### src/sv/fxmll_pkg.sv
// shared constants, config register codes and the exp rom for the mixture
// log likelihood block; no dependencies
package fxmll_pkg;

  localparam int SAMPLE_W   = 16;
  localparam int LL_W       = 48;
  localparam int CNT_W      = 24;
  localparam int CFG_IDX_W  = 3;
  localparam int CFG_DATA_W = 24;

  localparam logic [32:0] LN2_Q32         = 33'd2977044472;
  localparam logic [32:0] LOG2E_Q32       = 33'd6196328019;
  localparam logic [15:0] HALF_LN_2PI_Q16 = 16'd60224;
  localparam logic [21:0] EXP_FLOOR_Q16   = 22'd2621440;

  localparam logic signed [LL_W-1:0] ACC_MAX = 48'sh7FFF_FFFF_FFFF;
  localparam logic signed [LL_W-1:0] ACC_MIN = 48'sh8000_0000_0000;
  localparam logic [CNT_W-1:0]       COUNT_MAX = 24'hFF_FFFF;

  typedef enum logic [CFG_IDX_W-1:0] {
    CFG_MEAN_PE    = 3'd0,
    CFG_GAIN       = 3'd1,
    CFG_EXCESS_VAR = 3'd2,
    CFG_PED_VAR    = 3'd3,
    CFG_PED_OFFSET = 3'd4
  } cfg_idx_t;

  typedef logic [31:0] exp_rom_t [16];

  // integer square root, elaboration only
  function automatic logic [63:0] isqrt64(input logic [63:0] v);
    logic [63:0] x;
    logic [63:0] r;
    logic [63:0] b;
    x = v;
    r = '0;
    b = 64'h4000_0000_0000_0000;
    for (int i = 0; i < 32; i++) begin
      if (x >= r + b) begin
        x = x - (r + b);
        r = (r >> 1) + b;
      end else begin
        r = r >> 1;
      end
      b = b >> 2;
    end
    return r;
  endfunction

  // entry i holds 2^-(2^(i-16)) in q.32
  function automatic exp_rom_t build_exp_rom();
    exp_rom_t rom;
    rom[15] = 32'(isqrt64(64'h8000_0000_0000_0000));
    for (int i = 15; i >= 1; i--) begin
      rom[i-1] = 32'(isqrt64({rom[i], 32'b0}));
    end
    return rom;
  endfunction

  localparam exp_rom_t EXP_ROM = build_exp_rom();

  function automatic logic signed [LL_W-1:0] sat48(input logic signed [49:0] v);
    if (v > 50'(ACC_MAX)) begin
      return ACC_MAX;
    end else if (v < 50'(ACC_MIN)) begin
      return ACC_MIN;
    end
    return v[LL_W-1:0];
  endfunction

endpackage

### src/sv/fxmll_div.sv
// restoring divider for the half inverse variance, one quotient bit a cycle
// quotient saturates to 32 bits; no package dependencies beyond fxmll_pkg
module fxmll_div (
  input  logic        clk,
  input  logic        rst_n,
  input  logic        start,
  input  logic [47:0] num,
  input  logic [46:0] den,
  output logic        busy,
  output logic [31:0] quo
);
  import fxmll_pkg::*;

  typedef enum logic [1:0] {
    D_IDLE = 2'b01,
    D_RUN  = 2'b10
  } div_state_t;

  div_state_t st_r;
  logic [47:0] num_r;
  logic [46:0] den_r;
  logic [47:0] rem_r;
  logic [47:0] q_r;
  logic [5:0]  cnt_r;

  logic [48:0] r2;
  logic        ge;

  always_comb begin
    r2 = {rem_r, num_r[47]};
    ge = (r2 >= 49'(den_r));
  end

  always_ff @(posedge clk) begin
    if (!rst_n) begin
      st_r <= D_IDLE;
    end else begin
      case (st_r)
        D_IDLE: begin
          if (start) begin
            num_r <= num;
            den_r <= den;
            rem_r <= '0;
            q_r   <= '0;
            cnt_r <= '0;
            st_r  <= D_RUN;
          end
        end
        D_RUN: begin
          rem_r <= ge ? 48'(r2 - 49'(den_r)) : r2[47:0];
          q_r   <= {q_r[46:0], ge};
          num_r <= num_r << 1;
          cnt_r <= cnt_r + 6'd1;
          if (cnt_r == 6'd47) begin
            st_r <= D_IDLE;
          end
        end
        default: st_r <= D_IDLE;
      endcase
    end
  end

  assign busy = (st_r != D_IDLE);
  assign quo  = (q_r[47:32] != 16'd0) ? 32'hFFFF_FFFF : q_r[31:0];

endmodule
### config.mk
export PLATFORM = sky130hd
export DESIGN_NAME = fxmll_div
export DESIGN_NICKNAME = d
export VERILOG_FILES = /design/src/sv/fxmll_pkg.sv /design/src/sv/fxmll_div.sv
export SDC_FILE = /design/constraint.sdc
export NUM_CORES = 1
export LEC_CHECK = 0
export BUFFER_PORTS_ARGS = -buffer_cell sky130_fd_sc_hd__buf_2
export CAP_MARGIN = 20
export CORE_ASPECT_RATIO = 0.8
export CORE_MARGIN = 10
export CORE_UTILIZATION = 50
export CTS_CLUSTER_DIAMETER = 120
export DETAILED_ROUTE_END_ITERATION = 10
export HOLD_SLACK_MARGIN = 0.02
export PLACE_DENSITY = 0.68
export SETUP_SLACK_MARGIN = 0.2
export SYNTH_ARGS = -nofsm -noshare
export SYNTH_HDL_FRONTEND = slang
export SYNTH_SLANG_ARGS = --single-unit
export TNS_END_PERCENT = 50
### constraint.sdc
create_clock -name clk -period 10.2 [get_ports clk]
set_clock_uncertainty 0.1 [all_clocks]
set_input_delay 1.02 -clock clk [delete_from_list [all_inputs] [get_ports clk]]
set_output_delay 1.02 -clock clk [all_outputs]
set_load 0.01 [all_outputs]
# Word level (Yosys, flattened, before mapping)
# Cells that the tools add are included.
[classes] mux=12 n_shift=0 eq_ne=6 reduce_logical=5 n_bitwise=0 multipliers=0 div_mod_pow=0 order_cmp=1 addsub=2
[ops] op="case mux 48 bit (2 select lines)" count=3
[ops] op="two-way mux 48 bit" count=3
[ops] op=">= comparator 49 x 47 -> 1 bit" count=1
[ops] op="subtractor 48 x 47 -> 48 bit" count=1
[ops] op="two-way mux 32 bit" count=1
[ops] op="nonzero test 16 bit" count=1
[ops] op="case mux 6 bit (2 select lines)" count=1
[ops] op="adder 6 x 1 -> 6 bit (second input constant)" count=1
[ops] op="== test 6 bit (second input constant)" count=1
[ops] op="two-way mux 6 bit" count=1
[ops] op="AND reduction 3 bit" count=2
[ops] op="two-way mux 2 bit" count=2
[ops] op="!= test 2 bit (second input constant)" count=2
[ops] op="case mux 2 bit (2 select lines)" count=1
[ops] op="== test 2 x 1 -> 1 bit (second input constant)" count=1
[ops] op="== test 2 bit (second input constant)" count=1
[ops] op="!= test 2 x 1 -> 1 bit (second input constant)" count=1
[ops] op="AND reduction 2 bit" count=1
[ops] op="nonzero test 2 bit" count=1
[word_totals] n_memories=0 ram_bits=0 in_bits=98 elab_cells=32 out_inout_bits=33 mem_bits_ro=0 latchBits=0 register_bits=199

# Depth between registers and ports, before layout
[logic_depth] ltp_word=3 mapped_depth=14 mapped_depth_nobuf=12

# Worst setup path before layout
# No wires, ideal clock.
[synth_path] path_kind="in2reg" start="input start" end="register cnt_r[0] (enable)" setup_ns=0.709 stages=2 n_path_buf=0 path_slack_ns=1.011 arrival_time_ns=8.380 path_cell_list="nand3b_1 a21oi_1"
[synth_between] elab_chain_len=2
[synth_lines] element="from (decl)" line="fxmll_div.sv:6" source="input logic start,"
[synth_lines] element="!= test 2 bit (no source line)"
[synth_lines] element="AND reduction 3 bit (no source line)"
[synth_lines] element="to (signal assigned)" line="fxmll_div.sv:53" source="cnt_r <= cnt_r + 6'd1;"
[synth_lines] element="to (decl)" line="fxmll_div.sv:24" source="logic [5:0] cnt_r;"
# Every way passes these cells.
# A chain may end at the register's enable or synchronous reset.

# Final worst setup path
[layout_path] start="register rem_r[2]" end="register rem_r[47], data pin"
[layout_between] elab_chain_len=3
[layout_lines] element="from (decl)" line="fxmll_div.sv:22" source="logic [47:0] rem_r;"
[layout_lines] element="from (signal assigned)" line="fxmll_div.sv:50" source="rem_r <= ge ? 48'(r2 - 49'(den_r)) : r2[47:0];"
[layout_lines] element="subtractor 48 x 47 -> 48 bit or >= comparator 49 x 47 -> 1 bit (tied branches)" line="fxmll_div.sv:50, fxmll_div.sv:31"
[layout_lines] element="two-way mux 48 bit (*)" line="fxmll_div.sv:50"
[layout_lines] element="case mux 48 bit (2 select lines) (*)" line="fxmll_div.sv:38" source="case (st_r)"
# Every way passes the cells marked *; elsewhere a longest branch is shown, timed or not.

==> impl_metrics.tcl <==
set metrics [dict create \
    outcome "finished, final reports clean" \
    synth.cells.most_frequent "nand2_1 (234), edfxtp_1 (197), a21oi_1 (87)" \
    max-clock-path-buffers 2 \
    die_x_um 186 \
    sink_count 199 \
    detailroute.wirelength.met2_um 10600 \
    internal-power_w 0.00138 \
    synth.yosys.seq_area_share_pct 54.1 \
    nets 1344 \
    synthXorXnorAreaFrac_pct 3.10 \
    route.antenna.remaining_nets 0 \
    top_signal_layer_used "met4" \
    transition_at_the_pin_with_the_smallest_max_transition_slack_ps 1030 \
    portbufs 130 \
    critPathMaxFanout 5 \
    number_of_global_route_vias_before_repair 7871 \
    critical_path.reg2reg.endpoint "rem_r[47]" \
    htree_num_levels 4 \
    route.layer.met1.wl_um 12700 \
    synth_cells 1097 \
    path_clk_slew_ps 80 \
    num_vias 8182 \
    fillCellCount 1931 \
    crit_end "rem_r[47]" \
    grt_max_degree 98 \
    initial_antenna_violation_count 0 \
    pin_count 131 \
    path_class "register to register" \
    hold_class "register to register" \
    clk_root_buffer_cell "clkbuf_16" \
    setup.worst_path.start_class "register" \
    synth_area_per_cell_um2 10.0 \
    max_slew_margin_pct 31.4 \
    timing.final.max_slew_violations 0 \
    vias_per_cell 5.51 \
    power.clock.fraction_pct 36.6 \
    cts_resized 0 \
    vdd_ir_drop_max_uv 97.6 \
    timing.critical_path.slowest_stage_cell "o31ai_1" \
    core_area_um2 21600 \
    worst-endpoint-required_ps 10380 \
    first_pass_iters 5 \
    setup_repair_after_global_routing_missed_its_margin "no" \
    final_core_util_pct 57.7 \
    synth-adder-area-share_pct 5.63 \
    post_synth_mux_area_share_pct 0 \
    netlist.area_leader.share_pct 53.7 \
    leakage_nw 5.07 \
    grt_use_total_pct 17.7 \
    post_cts_hold_buffer_count 0 \
    synth_top_cell_by_area "edfxtp_1" \
    totalWireLength_um 25000 \
    place.detailed.hpwl_um 17400 \
    setup.reg_to_reg.worst_slack_ps 6380 \
    cp.arrival_ps 4000 \
    final_layout_size_suffix_gt1_share_pct 17.9 \
    synthesis.nets 1244 \
    cp_slowest_stage_delay_ps 770 \
    synth_edf_count 197 \
    switching_share_pct 27.8 \
    synthMostInstantiatedCell "nand2_1" \
    min_period_ps 3820 \
    worst_r2r_startpoint "rem_r[2]" \
    total_power_density_per_cell_area_nw_per_um2 153 \
    avgRoutedWirePerCell_um 16.8 \
    dominant_combinational_cell_family_by_area_after_synthesis "simple AND/OR/NAND/NOR gates" \
    synth_compound_area_share_pct 13.0 \
    final.setup.tns_ps 0 \
    fin_total_pwr_w 0.00191 \
    hold_viol 0 \
    floorplan.initialDensity_pct 51.0 \
    timing.reg2reg.worst_path_depth 10 \
    comb_power_share_pct 13.1 \
    crit_chain "ha_1 -> a21o_1 -> a21oi_1 -> a21boi_0 -> o2111ai_1 -> a21oi_1 -> o31ai_1 -> nor2_1 -> or4_1 -> a21oi_1" \
    globalRouteOverflowTotal 0 \
    place.gp.congestion 0.947 \
    netlist_top_cells_area "edfxtp_1 (54%), nand2_1 (8.0%), ha_1 (5.5%)" \
    setup_viol 0 \
    achievable-frequency_mhz 262 \
    post-cts-setup-buffers 0 \
    timing.critical_path.from "rem_r[2]" \
    simple_gate_fraction_of_synth_area_pct 19.9 \
    diodes_inserted 0 \
    ys_async_sr_fraction_pct 0 \
    p_switching_w 0.000530 \
    worst_setup_path_end_kind "register" \
    netlist_area_um2 11000 \
    die-height_um 153 \
    cts_inserted_buffers 17 \
    floorplan.rows 48 \
    post-route-drc-count 0 \
    crit_path_frequent_cell "a21oi_1" \
    drt_iter0_markers 730 \
    insertion_delay_ps 440 \
    global_route_wire_length_before_repair_um 40700 \
    seq_power_share_pct 50.3 \
    synth.yosys.warnings 0 \
    areaGrowthSynthToFinish_pct 13.3 \
    dieArea_um2 28400 \
    ys.flop_type "edfxtp_1" \
    route.met3.wl_um 1450 \
    postSynthRegisterBits 199 \
    synth_cell_type_count 64 \
    tritoncts "built" \
    timing.max_cap.violations 0 \
    final_min_period_over_clock_period_pct 37.5 \
]
-- area by class of cell --
type	instances	area [um2]	share of cell area, %
timing repair buffer	138	711	5.69
clock inverter	15	190	1.52
inverter	59	221	1.77
clock buffer	17	425	3.41
multi-input combinational	782	4630	37.1
tap	275	344	2.76
sequential	199	5960	47.7
-- stage by stage --
stage / cell area [um2] / hold slack, ps / worst slack (ps) / std cells
2_1_floorplan: 11000 / 384 / 1010 / 1097
3_3_place_gp: 11900 / 386 / 6560 / 1453
3_5_place_dp: 11900 / 390 / 6370 / 1453
4_1_cts: 12500 / 410 / 6320 / 1485
5_1_grt: 12500 / 418 / 6060 / 1485
6_report: 12500 / 409 / 6380 / 1485
-- logic make-up after synthesis --
group / after synthesis
and+or+nand+nor: 466
AOI/OAI and AO/OA: 228
buffers and inverters: 116
DFF: 199
adders and majority gates: 49
xor gates and xnor gates: 39
-- critical path: cells and delay by family, from the launching register on --
| kind | cells | cell delay, ps |
|---|---|---|
| flops | 1 | 420 |
| fa+ha+maj | 1 | 360 |
| compound gates | 7 | 2060 |
| simple gates | 2 | 730 |
-- flip-flops by register name, indices dropped and copies added, names as in the netlist --
name and cells:
num_r 48, q_r 48, rem_r 48, den_r 47
cnt_r 6, st_r 2
-- power by group through the flow --
stage,Sequential [W],Clock [W],Combinational (W)
2_1_floorplan,0.000982,0,0.000178
3_3_place_gp,0.000976,0,0.000245
3_5_place_dp,0.000977,0,0.000246
4_1_cts,0.000959,0.000711,0.000249
5_1_grt,0.000963,0.000748,0.000279
6_report,0.000958,0.000697,0.000250
-- per-layer routing --
metal / track usage, % / vias up
met2: 25.1 / 207
met1: 26.8 / 3876
met3: 3.93 / 16
li1: - / 4083
met5: 0 / -
met4: 3.49 / 0
-- cell usage in the layout (no fill, tap or decap), types with 7 or more instances in the layout --
| cell | synthesis | routed |
|---|---|---|
| nand3_1 | 23 | 23 |
| or2_2 | 33 | 33 |
| ha_1 | 48 | 48 |
| and2_1 | 52 | 52 |
| xor2_1 | 20 | 20 |
| xnor2_1 | 19 | 19 |
| edfxtp_1 | 197 | 197 |
| nand2_1 | 234 | 234 |
| nor2_1 | 53 | 52 |
| o21ai_0 | 43 | 43 |
| nand4_1 | 17 | 17 |
| a21oi_1 | 87 | 86 |
| inv_1 | 59 | 59 |
| o21a_1 | 8 | 8 |
| and3_1 | 7 | 7 |
| a31oi_1 | 8 | 8 |
| clkbuf_16 | 0 | 17 |
| buf_2 | 15 | 130 |
| o21bai_1 | 7 | 7 |
| a21o_1 | 22 | 22 |
| buf_4 | 2 | 8 |
| a211oi_1 | 13 | 13 |
| nor3_1 | 7 | 7 |
-- worst min path at each step --
stage          startpoint         to  slack, ps  cells after the start
3_3_place_gp    num_r[26]  num_r[27]        390                      2
4_1_cts         num_r[36]  num_r[37]        410                      2
3_5_place_dp    num_r[36]  num_r[37]        390                      2
6_report         num_r[0]   num_r[1]        410                      2
2_1_floorplan    num_r[9]  num_r[10]        380                      2
5_1_grt         num_r[36]  num_r[37]        420                      2
(Power assumes the default switching activity.)
