$ cat src/sv/fxmll_pkg.sv
// shared constants, config register codes and the exp rom for the mixture
// log likelihood block; no dependencies
package fxmll_pkg;

  localparam int SAMPLE_W   = 16;
  localparam int LL_W       = 48;
  localparam int CNT_W      = 24;
  localparam int CFG_IDX_W  = 3;
  localparam int CFG_DATA_W = 24;

  localparam logic [32:0] LN2_Q32         = 33'd2977044472;
  localparam logic [32:0] LOG2E_Q32       = 33'd6196328019;
  localparam logic [15:0] HALF_LN_2PI_Q16 = 16'd60224;
  localparam logic [21:0] EXP_FLOOR_Q16   = 22'd2621440;

  localparam logic signed [LL_W-1:0] ACC_MAX = 48'sh7FFF_FFFF_FFFF;
  localparam logic signed [LL_W-1:0] ACC_MIN = 48'sh8000_0000_0000;
  localparam logic [CNT_W-1:0]       COUNT_MAX = 24'hFF_FFFF;

  typedef enum logic [CFG_IDX_W-1:0] {
    CFG_MEAN_PE    = 3'd0,
    CFG_GAIN       = 3'd1,
    CFG_EXCESS_VAR = 3'd2,
    CFG_PED_VAR    = 3'd3,
    CFG_PED_OFFSET = 3'd4
  } cfg_idx_t;

  typedef logic [31:0] exp_rom_t [16];

  // integer square root, elaboration only
  function automatic logic [63:0] isqrt64(input logic [63:0] v);
    logic [63:0] x;
    logic [63:0] r;
    logic [63:0] b;
    x = v;
    r = '0;
    b = 64'h4000_0000_0000_0000;
    for (int i = 0; i < 32; i++) begin
      if (x >= r + b) begin
        x = x - (r + b);
        r = (r >> 1) + b;
      end else begin
        r = r >> 1;
      end
      b = b >> 2;
    end
    return r;
  endfunction

  // entry i holds 2^-(2^(i-16)) in q.32
  function automatic exp_rom_t build_exp_rom();
    exp_rom_t rom;
    rom[15] = 32'(isqrt64(64'h8000_0000_0000_0000));
    for (int i = 15; i >= 1; i--) begin
      rom[i-1] = 32'(isqrt64({rom[i], 32'b0}));
    end
    return rom;
  endfunction

  localparam exp_rom_t EXP_ROM = build_exp_rom();

  function automatic logic signed [LL_W-1:0] sat48(input logic signed [49:0] v);
    if (v > 50'(ACC_MAX)) begin
      return ACC_MAX;
    end else if (v < 50'(ACC_MIN)) begin
      return ACC_MIN;
    end
    return v[LL_W-1:0];
  endfunction

endpackage

$ cat src/sv/fxmll_log.sv
// iterative natural log unit, result q.16 of v / 2^frac
// normalize, 16 squaring steps for log2 fraction bits, scale by ln 2
// uses fxmll_pkg
module fxmll_log (
  input  logic               clk,
  input  logic               rst_n,
  input  logic               start,
  input  logic [63:0]        v,
  input  logic [5:0]         frac,
  output logic               busy,
  output logic signed [31:0] result
);
  import fxmll_pkg::*;

  typedef enum logic [4:0] {
    L_IDLE = 5'b00001,
    L_NORM = 5'b00010,
    L_SQ   = 5'b00100,
    L_MUL  = 5'b01000,
    L_OUT  = 5'b10000
  } log_state_t;

  log_state_t st_r;
  logic [63:0] x_r;
  logic [5:0]  sh_r;
  logic [5:0]  frac_r;
  logic [31:0] m_r;
  logic [15:0] fb_r;
  logic [3:0]  it_r;
  logic signed [56:0] prod_r;
  logic signed [31:0] res_r;

  logic [63:0] sq;
  logic [32:0] t;
  logic signed [7:0]  e_s;
  logic signed [23:0] l2;
  logic signed [56:0] rnd;

  always_comb begin
    sq  = 64'(m_r) * 64'(m_r);
    t   = sq[63:31];
    e_s = 8'sd63 - $signed({2'b0, sh_r}) - $signed({2'b0, frac_r});
    l2  = {e_s, fb_r};
    rnd = (prod_r + 57'sd2147483648) >>> 32;
  end

  always_ff @(posedge clk) begin
    if (!rst_n) begin
      st_r <= L_IDLE;
    end else begin
      case (st_r)
        L_IDLE: begin
          if (start) begin
            x_r    <= (v == 64'd0) ? 64'd1 : v;
            sh_r   <= '0;
            frac_r <= frac;
            st_r   <= L_NORM;
          end
        end
        L_NORM: begin
          if (x_r[63]) begin
            m_r  <= x_r[63:32];
            fb_r <= '0;
            it_r <= '0;
            st_r <= L_SQ;
          end else if (x_r[63:48] == 16'd0) begin
            x_r  <= x_r << 16;
            sh_r <= sh_r + 6'd16;
          end else if (x_r[63:56] == 8'd0) begin
            x_r  <= x_r << 8;
            sh_r <= sh_r + 6'd8;
          end else begin
            x_r  <= x_r << 1;
            sh_r <= sh_r + 6'd1;
          end
        end
        L_SQ: begin
          fb_r <= {fb_r[14:0], t[32]};
          m_r  <= t[32] ? t[32:1] : t[31:0];
          it_r <= it_r + 4'd1;
          if (it_r == 4'd15) begin
            st_r <= L_MUL;
          end
        end
        L_MUL: begin
          prod_r <= 57'(l2) * $signed({24'b0, LN2_Q32});
          st_r   <= L_OUT;
        end
        L_OUT: begin
          res_r <= rnd[31:0];
          st_r  <= L_IDLE;
        end
        default: st_r <= L_IDLE;
      endcase
    end
  end

  assign busy   = (st_r != L_IDLE);
  assign result = res_r;

endmodule

$ cat config.mk
export PLATFORM = sky130hd
export DESIGN_NAME = fxmll_log
export DESIGN_NICKNAME = d
export VERILOG_FILES = /design/src/sv/fxmll_pkg.sv /design/src/sv/fxmll_log.sv
export SDC_FILE = /design/constraint.sdc
export NUM_CORES = 2
export LEC_CHECK = 0
export ABC_AREA = 1
export BUFFER_PORTS_ARGS = -buffer_cell sky130_fd_sc_hd__buf_2
export CELL_PAD_IN_SITES_DETAIL_PLACEMENT = 1
export CELL_PAD_IN_SITES_GLOBAL_PLACEMENT = 1
export CORE_MARGIN = 1.5
export CORE_UTILIZATION = 50
export CTS_CLUSTER_DIAMETER = 50
export DETAILED_ROUTE_END_ITERATION = 10
export GPL_TIMING_DRIVEN = 0
export HOLD_SLACK_MARGIN = 0.08
export PLACE_DENSITY_LB_ADDON = 0.1
export REMOVE_ABC_BUFFERS = 1
export SLEW_MARGIN = 20
export SYNTH_ARGS = -nofsm -noshare
export SYNTH_HDL_FRONTEND = slang
export SYNTH_SLANG_ARGS = --single-unit
export TNS_END_PERCENT = 10
$ cat constraint.sdc
create_clock -name clk -period 7.8 [get_ports clk]
set_clock_uncertainty 0.15 [all_clocks]
set_input_delay 1.17 -clock clk [delete_from_list [all_inputs] [get_ports clk]]
set_output_delay 1.17 -clock clk [all_outputs]
set_load 0.02 [all_outputs]
## After elaboration in Yosys (flattened, before gate mapping)

Cells that the tools add are included.

| storage, ports and cells | value |
|---|---|
| input port bits | 73 |
| register bits | 212 |
| output and inout bits | 33 |

| operators by class | value |
|---|---|
| eq/ne operators | 11 |
| multiplexer cells | 22 |
| reduce and logical (&&, ||, !) cells | 12 |
| add/subtract/negate cells | 7 |
| multiply operators | 2 |

Operators by type and width:

| operator | count |
|---|---|
| 64-bit 2-to-1 mux | 5 |
| 64-bit case mux with 2 select lines | 1 |
| 64-bit zero test | 1 |
| 32-bit by 32-bit multiplier with 64-bit output | 1 |
| 32-bit 2-to-1 mux | 2 |
| 32-bit case mux with 2 select lines | 1 |
| 57-bit by 33-bit adder with 57-bit output (second input constant) | 1 |
| 24-bit by 30-bit multiplier with 54-bit output (second input constant) | 1 |
| 16-bit case mux with 2 select lines | 1 |
| 6-bit 2-to-1 mux | 4 |
| 5-bit case mux with 4 select lines | 1 |
| 16-bit zero test | 1 |
| 16-bit 2-to-1 mux | 1 |
| 5-bit 2-to-1 mux | 3 |
| 6-bit case mux with 2 select lines | 1 |
| 3-bit AND reduction | 4 |
| 8-bit zero test | 1 |
| 2-bit != test (second input constant) | 4 |
| 4-bit case mux with 2 select lines | 1 |
| 7-bit by 7-bit subtractor with 8-bit output | 1 |
| 6-bit by 6-bit subtractor with 7-bit output (first input constant) | 1 |
| 6-bit by 1-bit adder with 6-bit output (second input constant) | 1 |
| 6-bit by 4-bit adder with 6-bit output (second input constant) | 1 |
| 6-bit by 5-bit adder with 6-bit output (second input constant) | 1 |
| 12 further kinds | 14 |

## Depth between registers and ports, before layout

| depth | value |
|---|---|
| depth in word-level cells | 5 |
| mapped depth | 36 |
| gate-level depth less buffers | 34 |

## Worst setup path before layout

Ideal clock, no wire load.

| timing | value |
|---|---|
| kind | reg2reg |
| start | register m_r[14] |
| end | register m_r[25] (data pin) |
| data required time | 7392 ps |
| arrival | 6700 ps |
| slack | 693 ps |
| clock period less this slack | 7107 ps |
| cell stages (with the launch flop) | 30 |
| cells stage by stage | edfxtp_1 > clkbuf_1 > buf_1 > nand2_1 > fa_1 > inv_1 > fa_1 > inv_1 > fa_1 > fa_1 > inv_1 > fa_1 > inv_1 > fa_1 > inv_1 > fa_1 > fa_1 > ha_1 > nand2_1 > nor2_1 > nand2_1 > nor2_1 > nand2_1 > nand2_2 > nand2_2 > nand3_1 > nand2_4 > buf_12 > nand3_2 > nand3_2 |

| on the way | value |
|---|---|
| cells in the longest elaborated chain, start to end | 3 |

RTL lines:

| what | line | RTL |
|---|---|---|
| start, declared | fxmll_log.sv:27 | `logic [31:0] m_r;` |
| start signal, assigned | fxmll_log.sv:62 | `m_r <= x_r[63:32];` |
| start signal, assigned | fxmll_log.sv:79 | `m_r <= t[32] ? t[32:1] : t[31:0];` |
| 32-bit by 32-bit multiplier with 64-bit output | fxmll_log.sv:40 | `sq = 64'(m_r) * 64'(m_r);` |
| 32-bit 2-to-1 mux | fxmll_log.sv:79 |  |
| 32-bit case mux with 2 select lines | fxmll_log.sv:51 | `case (st_r)` |

No other way between the ends.
A chain may end at the register's enable or synchronous reset.

## Worst setup path after layout

| timing | value |
|---|---|
| start | register m_r[21] |
| end | register m_r[13] (data pin) |

The elaborated chain is that of the path after synthesis.

==> flow_metrics.env <==
export IMPL_syn_inst=6433
export IMPL_cts_inserted_buffers=17
export IMPL_slew_violations=0
export IMPL_synth_edff_count=179
export IMPL_ys_seq_area_frac=0.102
export IMPL_stdcell_count=7983
export IMPL_path_max_fanout=12
export IMPL_wl_um=172000
export IMPL_cts_htree_levels=4
export IMPL_area_growth_pct=9.84
export IMPL_cp_required_ns=7.99
export IMPL_setup_viol=0
export IMPL_max_stage_delay_ns=0.61
export IMPL_maxCapViolCount=0
export IMPL_dp_hpwl_um=146000
export IMPL_tightest_slew_ns=1.01
export IMPL_antenna_found_initial=3
export IMPL_critical_path_class="reg2reg"
export IMPL_grt_setup_unrepaired="true"
export IMPL_insertion_delay_ns=0.49
export IMPL_cp_top_family="adder cells"
export IMPL_grt_busiest_layer="met2"
export IMPL_final_area_um2=58700
export IMPL_place_gp_congestion=0.931
export IMPL_start_kind="flop"
export IMPL_fillers=12584
export IMPL_timing_rr_end="m_r[13]$_DFFE_PP_"
export IMPL_fmax_ghz=0.129
export IMPL_die_h_um=330
export IMPL_path_clk_slew_ns=0.08
export IMPL_critPathCaptureType="flop"
export IMPL_slew_headroom=0.323
export IMPL_critPathBufInv=10
export IMPL_via_per_inst=5.28
export IMPL_rr_startpoint="m_r[21]$_DFFE_PP_"
export IMPL_cts_sinks=184
export IMPL_use_met1=0.389
export IMPL_layout_nets=8282
export IMPL_synth_cell_types=58
export IMPL_whs_ns=0.412
export IMPL_final_common_cell="inv_1"
export IMPL_period_share=0.993
export IMPL_met2_usage=0.596
export IMPL_hold_path_depth=2
export IMPL_cts_root_buf="clkbuf_16"
export IMPL_hp_start="st_r[2]$_SDFFE_PN0P_"
export IMPL_ys_warnings_count=0
export IMPL_rrSetupSlack_ns=0.06
export IMPL_clk_path_buf_depth=2
export IMPL_async_flop_share=0
export IMPL_min_to="st_r[2]$_SDFFE_PN0P_"
export IMPL_numPortBuffers=105
export IMPL_firstDrtPassIters=5
export IMPL_grt_pass1_wl_um=269000
export IMPL_start_util=0.506
export IMPL_routedWlPerCell_um=21.5
export IMPL_diodes=0
export IMPL_grtUsageMet3=0.0286
export IMPL_placed_area_um2=56600
export IMPL_finalCriticalPeriod_ns=7.74
export IMPL_cp_common_cell="fa_1"
export IMPL_synthFlopType="edfxtp_1"
export IMPL_final_cell_mix="inv_1, nand2_1, fa_1, ha_1, nor2_1"
export IMPL_cts_tree="built"
export IMPL_syn_area_um2=53400
export IMPL_track_usage=0.324
export IMPL_synth_avg_cell_area_um2=8.31
export IMPL_holdCritPathClass="reg2reg"
export IMPL_critical_path_slowest_cell="fa_1"
export IMPL_core_area_um2=106000
export IMPL_multi_input_area_um2=40300
export IMPL_grt_pass1_vias=48278
export IMPL_drc=0
export IMPL_utilization=0.556
export IMPL_rows=119
export IMPL_outcome="completed"
export IMPL_vias=42142
export IMPL_ios=106
export IMPL_drtIter0Drc=2135
export IMPL_die_x_um=330
export IMPL_dp_cells=7861
export IMPL_grt_max_degree=53
export IMPL_ant_nets=0
export IMPL_drive_gt1_frac=0.0795
export IMPL_reg2regPathDepth=32
export IMPL_synth_seq_cells=184
export IMPL_grt_ovfl_total=0
export IMPL_hold_violations=0
export IMPL_seqCellArea_um2=5480
export IMPL_arrival_ns=7.93
export IMPL_die_area_um2=109000
-- per-layer routing --
layer / vias to the layer above / share of wire
met3: 314 / 0.037
met5: - / 0.00016
li1: 19194 / -
met2: 924 / 0.53
met4: 4 / 0.043
met1: 21706 / 0.39
-- kinds of logic (layout without fill, tap and decap cells) --
kind of cell / after synthesis / in the layout / synth area share
buffers and inverters: 2194 / 2349 / 0.156
DFF: 184 / 184 / 0.102
and+or+nand+nor: 1876 / 1880 / 0.148
adders and majority gates: 1630 / 1630 / 0.527
xor gates and xnor gates: 108 / 108 / 0.0177
AOI/OAI and AO/OA: 440 / 440 / 0.0484
muxes: 1 / 1 / 0.000187
-- what timing repair did --
item | 4_1_cts | 5_1_grt
endpoints found under the setup margin | 58 | 58
pin swaps | 5 | 22
setup buffers | 51 | 36
hold buffers | 0 | 0
cloned | 2 | 2
resized for setup | 34 | 119
-- through the flow --
step                setup TNS [ns]  setup slack (ns)
floorplan                   -44.54            -0.857
global route                 -2.63            -0.137
finish                           0            0.0554
detailed placement          -24.91            -0.754
CTS                        -0.0928           -0.0517
global placement           -539.14             -4.25
-- synthesized netlist by cell type, types with 15 or more instances --
library cell  number  area share
nand4_1           43      0.0050
ha_1             593        0.14
edfxtp_1         179        0.10
a21o_1            19      0.0027
nand3_1          169       0.016
clkbuf_1         120      0.0084
nand3_2           34      0.0064
nor4_1            18      0.0021
nand2_1         1278       0.090
xor2_1            80       0.013
buf_1             15      0.0011
inv_1           2018        0.14
o21ai_0          109       0.010
o21bai_1          36      0.0051
fa_1            1037        0.39
o22ai_1           41      0.0048
a21oi_1          165       0.015
nor3_1            32      0.0030
nor2_1           247       0.017
xnor2_1           28      0.0046
-- sequential cells by signal, indices dropped and copies added, names as in the netlist --
signal	cells
x_r	64
m_r	32
prod_r	26
result	25
fb_r	16
frac_r	6
sh_r	6
st_r	5
it_r	4
-- worst reg2reg max path: cells and delay by family, from the launching register on --
| family | cells | cell delay (ns) |
|---|---|---|
| AOI/OAI and AO/OA | 1 | 0.23 |
| adders and majority gates | 9 | 4.47 |
| buffers and inverters | 10 | 1.06 |
| DFF | 1 | 0.56 |
| and+or+nand+nor | 12 | 1.13 |
-- how the worst max path moves through the flow --
stage / slack, ns / cells past startpoint / end / startpoint
after floorplan: -0.86 / 5 / fb_r[0]$_SDFFCE_PP0P_ / st_r[0]$_SDFFE_PN1P_
after global placement: -4.25 / 5 / m_r[2]$_DFFE_PP_ / st_r[0]$_SDFFE_PN1P_
after detailed placement: -0.75 / 28 / m_r[8]$_DFFE_PP_ / m_r[12]$_DFFE_PP_
after CTS: -0.05 / 25 / prod_r[52]$_DFFE_PP_ / sh_r[0]$_SDFFCE_PN0P_
after global routing: -0.14 / 32 / m_r[13]$_DFFE_PP_ / m_r[19]$_DFFE_PP_
final: 0.06 / 32 / m_r[13]$_DFFE_PP_ / m_r[21]$_DFFE_PP_
-- cell type report --
| class | instances | share of cell area |
|---|---|---|
| multi-input combinational | 4059 | 0.687 |
| inverter | 2031 | 0.130 |
| sequential | 184 | 0.0933 |
| timing repair buffer | 286 | 0.0498 |
| tap | 1391 | 0.0297 |
| clock buffer | 17 | 0.00725 |
| clock inverter | 15 | 0.00328 |
Power is not shown: default switching activity piles up to over one toggle a cycle in this logic, so the estimate is an artifact.
